File: src/rtl/dbpd_pkg.sv
// Shared types, constants and helper functions for the dual brushed phase drive mapper.
package dbpd_pkg;

    localparam int DUTY_W     = 16;
    localparam int MODE_W     = 2;
    localparam int PMAP_W     = 8;
    localparam int CFG_IDX_W  = 3;
    localparam int CFG_DATA_W = 16;
    localparam int QUO_W      = 16;               // quotient bits, one per divider stage
    localparam int PROD_W     = 2 * DUTY_W;       // d * mid
    localparam int TOT_W      = DUTY_W + 1;       // d1 + d2
    localparam int IN_W       = 3 * DUTY_W;
    localparam int RES_W      = 3 * (DUTY_W + MODE_W);
    localparam int OUT_W      = ((RES_W + 7) / 8) * 8;

    localparam int PHASE_OFFSET = 0;              // 0 to 2
    localparam int QUEUE_DEPTH  = 4;

    localparam logic [CFG_IDX_W-1:0] CFG_PWM_PERIOD     = 3'd0;
    localparam logic [CFG_IDX_W-1:0] CFG_DEAD_TIME      = 3'd1;
    localparam logic [CFG_IDX_W-1:0] CFG_BRAKE_ENABLE   = 3'd2;
    localparam logic [CFG_IDX_W-1:0] CFG_BALANCE_ENABLE = 3'd3;
    localparam logic [CFG_IDX_W-1:0] CFG_PHASE_MAP      = 3'd4;

    localparam logic [DUTY_W-1:0] PWM_PERIOD_RST = 16'd2048;
    localparam logic [DUTY_W-1:0] DEAD_TIME_RST  = 16'd32;

    typedef enum logic [MODE_W-1:0] {
        MODE_COMP = 2'd0,
        MODE_OD   = 2'd1,
        MODE_HI   = 2'd2,
        MODE_FLT  = 2'd3
    } t_mode;

    // which motor phase lands on hardware phase A
    typedef enum logic [1:0] {
        PMAP_SHARED_A = 2'd0,
        PMAP_LEFT_A   = 2'd1,
        PMAP_RIGHT_A  = 2'd2
    } t_pmap;

    typedef struct packed {
        logic [DUTY_W-1:0] right_duty;
        logic [DUTY_W-1:0] left_duty;
        logic [DUTY_W-1:0] common_duty;
    } t_duty_in;

    // what travels alongside the divider
    typedef struct packed {
        logic [DUTY_W-1:0] cm;
        logic [DUTY_W-1:0] lf;
        logic [DUTY_W-1:0] rt;
        logic              act;
        logic              up;
        logic              scale;
        logic [DUTY_W-1:0] d1;
        logic [DUTY_W-1:0] d2;
    } t_side;

    typedef struct packed {
        t_side             side;
        logic [DUTY_W-1:0] mid;
        logic [TOT_W-1:0]  tot;
    } t_work;

    typedef struct packed {
        logic full;
        logic empty;
    } t_q_stat;

    typedef struct packed {
        t_mode             mode_c;
        logic [DUTY_W-1:0] duty_c;
        t_mode             mode_b;
        logic [DUTY_W-1:0] duty_b;
        t_mode             mode_a;
        logic [DUTY_W-1:0] duty_a;
    } t_result;

    // 9-bit value mod 3 via base-4 digit sums (4 == 1 mod 3)
    function automatic logic [1:0] mod3_9(input logic [8:0] v);
        logic [3:0] s1;
        logic [2:0] s2;
        logic [2:0] s3;
        s1 = 4'(v[8]) + 4'(v[7:6]) + 4'(v[5:4]) + 4'(v[3:2]) + 4'(v[1:0]);
        s2 = 3'(s1[3:2]) + 3'(s1[1:0]);
        s3 = 3'(s2[2]) + 3'(s2[1:0]);
        return (s3 == 3'd3) ? 2'd0 : s3[1:0];
    endfunction

    function automatic t_pmap pmap_from_raw(input logic [PMAP_W-1:0] raw);
        logic [PMAP_W-1:0] adj;
        logic [8:0]        sum;
        adj = (raw != '0) ? raw - 1'b1 : '0;
        sum = 9'(adj) + 9'(PHASE_OFFSET);
        return t_pmap'(mod3_9(sum));
    endfunction

    function automatic t_mode side_mode(input logic [DUTY_W-1:0] own,
                                        input logic [DUTY_W-1:0] shared);
        t_mode m;
        if (own > shared) begin
            m = MODE_HI;
        end else if (own < shared) begin
            m = MODE_OD;
        end else begin
            m = MODE_FLT;
        end
        return m;
    endfunction

endpackage

File: src/rtl/dbpd_fifo.sv
// Short queue of classified items between front and back.
module dbpd_fifo #(
    parameter int DEPTH = dbpd_pkg::QUEUE_DEPTH
) (
    input  logic              i_clk,
    input  logic              i_rst_n,
    input  logic              i_push,
    input  dbpd_pkg::t_work   i_wdata,
    input  logic              i_pop,
    output dbpd_pkg::t_work   o_rdata,
    output dbpd_pkg::t_q_stat o_stat
);

    localparam int AW = (DEPTH > 1) ? $clog2(DEPTH) : 1;
    localparam int CW = $clog2(DEPTH + 1);

    dbpd_pkg::t_work r_mem [DEPTH];
    logic [AW-1:0]   r_wptr, r_rptr;
    logic [CW-1:0]   r_count;

    function automatic logic [AW-1:0] bump(input logic [AW-1:0] p);
        return (p == AW'(DEPTH - 1)) ? '0 : p + 1'b1;
    endfunction

    assign o_stat.full  = (r_count == CW'(DEPTH));
    assign o_stat.empty = (r_count == '0);
    assign o_rdata      = r_mem[r_rptr];

    always_ff @(posedge i_clk) begin
        if (i_push) begin
            r_mem[r_wptr] <= i_wdata;
        end
    end

    always_ff @(posedge i_clk) begin
        if (!i_rst_n) begin
            r_wptr  <= '0;
            r_rptr  <= '0;
            r_count <= '0;
        end else begin
            if (i_push) begin
                r_wptr <= bump(r_wptr);
            end
            if (i_pop) begin
                r_rptr <= bump(r_rptr);
            end
            if (i_push && !i_pop) begin
                r_count <= r_count + 1'b1;
            end else if (i_pop && !i_push) begin
                r_count <= r_count - 1'b1;
            end
        end
    end

endmodule

File: config.mk
export PLATFORM = sky130hd
export DESIGN_NAME = dbpd_fifo
export DESIGN_NICKNAME = d
export VERILOG_FILES = /design/src/rtl/dbpd_pkg.sv /design/src/rtl/dbpd_fifo.sv
export SDC_FILE = /design/constraint.sdc
export NUM_CORES = 1
export LEC_CHECK = 0
export ABC_CLOCK_PERIOD_IN_PS = 4700
export BUFFER_PORTS_ARGS = -buffer_cell sky130_fd_sc_hd__buf_2
export CAP_MARGIN = 20
export CORE_ASPECT_RATIO = 0.5
export CORE_MARGIN = 2
export CORE_UTILIZATION = 30
export DETAILED_ROUTE_END_ITERATION = 8
export SLEW_MARGIN = 20
export SYNTH_ARGS = -nofsm -noshare
export SYNTH_HDL_FRONTEND = slang
export SYNTH_SLANG_ARGS = --single-unit
File: constraint.sdc
create_clock -name i_clk -period 4.7 [get_ports i_clk]
set_clock_uncertainty 0.15 [all_clocks]
set_input_delay 0.235 -clock i_clk [delete_from_list [all_inputs] [get_ports i_clk]]
set_output_delay 0.235 -clock i_clk [all_outputs]
set_load 0.05 [all_outputs]
==> results.cfg <==
[clock_tree]
root_buffer = clkbuf_16
clock_sinks = 473
clk_latency_ns = 0.55
numCtsBuffers = 45
tritoncts = built
h-tree-depth = 2
clkTransAtPathRegs_ns = 0.06
cts_resized = 0
post_cts_buffers = 0
clock_path_buffers = 3

[place]
gp_congestion = 0.7149
place_ws_ns = 2.024
place.port_buffers = 237
dpl-instance-area_um2 = 19300
post-dp-hpwl_um = 21310
dp_cells = 1630

[global_route]
antenna_found_initial = 0
first_global_vias = 8831
overflow = 0
grt_pass1_wl_um = 53270
grt_max_degree = 66
track_usage_pct = 11.72

[finish]
fin_cells = 1831
diodes = 0
final_common_cell = edfxtp_1
area_growth_pct = 27.35
final_area_um2 = 21860
final_cell_mix = edfxtp_1 (464), buf_2 (237), dlygate4sd3_1 (120)
nets = 1170
drive_gt1_share_pct = 40.47

[route]
drt_pass1_iterations = 4
drt_wl_total_um = 35260
antenna_left = 0
post_drt_wl_per_cell_um = 19.26
drtIter0Drc = 392
drc = 0
vias_per_cell = 4.401
vias = 8059

[die]
num_rows = 61
die_area_um2 = 59250
pin_count = 238
initial_core_util_pct = 30.64
die_y_um = 173.1
die_width_um = 342.3
core_region_area_um2 = 56020

[critical_path]
worstSetupPathType = flop to output pin
crit_required_ns = 4.32
cp.arrival_ns = 2.78
endpoint_kind = output pin
cp-start-kind = flop
crit_fanout = 43

[power]
leakage_uw = 0.007303
ir_worst_vdd_mv = 0.2315
powerDensity_nw_per_um2 = 431.7

[yosys]
yosysSeqAreaShare_pct = 82.23
yosysUniqueCellTypes = 21
synth-seq-cells = 473
syn_area_per_cell_um2 = 26.40
syn_nets = 777
yosysWarnings = 0
synth_cells = 650
syn-cell-area_um2 = 17160

[run]
maxCapViolCount = 0

[sta]
slew_headroom_pct = 33.95
fmax_ghz = 0.3157
drv_slew = 0
fin_setup_tns_ns = 0
worst_pin_slew_ns = 0.9908
fin_ws_ns = 1.533
hold_viol_final = 0
period_needed_ns = 3.167
finalCritPeriodShare_pct = 67.39
final-setup-viol-count = 0
rsz0062_at_grt = false

[outcome]
outcome = completed

[worst_hold_path]
hold_class = input pin to flop
## flip-flops by register name, indices dropped and copies added, names as in the netlist, named ones only
name,count
r_wptr,2
r_rptr,2
r_count,3
r_mem,464
## stage by stage
step | total power [uW] | utilization, % | hold WS, ns
2_1_floorplan | 5853 | - | 0.1839
3_3_place_gp | 6177 | 34.45 | 0.2932
3_5_place_dp | 6204 | 34.45 | 0.3025
4_1_cts | 9535 | 38.92 | 0.2652
5_1_grt | 9758 | 39.01 | 0.2723
6_report | 9435 | 39.01 | 0.2941
## layout make-up
class,instances,area [um^2]
Multi-Input combinational cell,147,2885
Clock inverter,26,142.6
Tap cell,756,945.9
Inverter,4,15.01
Clock buffer,53,1156
Timing Repair Buffer,372,2590
Sequential cell,473,14120
Fill cell,4996,34170
## power by group
group	total (uW)	switching, uW	leakage [uW]	internal [uW]
Sequential	4910	75.0	0.00434	4830
Clock	3250	1450	0.000652	1800
Combinational	1280	854	0.00231	421
## path summary, 6_finish.rpt
kind	from	to	slack, ns	cells past startpoint
setup / recovery	flop	o_rdata[71]	1.53	3
hold / removal	i_wdata[55]	r_mem[3][55]	0.29	2
setup reg to reg	r_wptr[0]	r_mem[3][45]	2.28	3
hold reg to reg	r_count[2]	r_count[2]	0.39	2
## worst max-delay path: stages, from the launching register on
cell	delay [ns]
dfxtp_4	0.94
buf_12	0.39
mux4_2	0.58
buf_2	0.23
## logic make-up after synthesis
family,synth area share [%]
AOI/OAI and AO/OA,0.1166
xor gates and xnor gates,0.1021
adders and majority gates,0.5541
buffers and inverters,1.013
DFF,82.23
muxes,15.46
and+or+nand+nor,0.5249
## routing by layer
layer	GRT usage (%)	share of wire, %	vias to the layer above
met4	4.167	3.1	0
met3	1.704	2.5	71
met2	23.30	59	131
met1	12.40	35	4261
li1	-	-	3596
met5	0	0	-
## Yosys cell counts (all sizes together)
| cell | instances | area [um^2] |
|---|---|---|
| xnor2 | 1 | 8.760 |
| nor3b | 1 | 7.510 |
| nor2 | 1 | 3.750 |
| o21ai | 1 | 5.000 |
| inv | 4 | 15.01 |
| buf | 19 | 132.6 |
| xor2 | 1 | 8.760 |
| nor2b | 5 | 31.28 |
| mux2i | 4 | 40.04 |
| a21boi | 1 | 7.510 |
| o21a | 1 | 7.510 |
| fa | 1 | 20.02 |
| and2 | 5 | 31.28 |
| mux4 | 116 | 2613 |
| dfxtp | 9 | 180.2 |
| or3 | 1 | 6.260 |
| edfxtp | 464 | 13930 |
| ha | 6 | 75.07 |
| nor3 | 2 | 10.01 |
| clkbuf | 7 | 26.28 |
## timing repair
item,in CTS,in global routing
hold endpoints to repair,473,0
hold buffers,120,0
setup endpoints to repair,0,0
No activity file was read; power rests on OpenSTA's default activity.
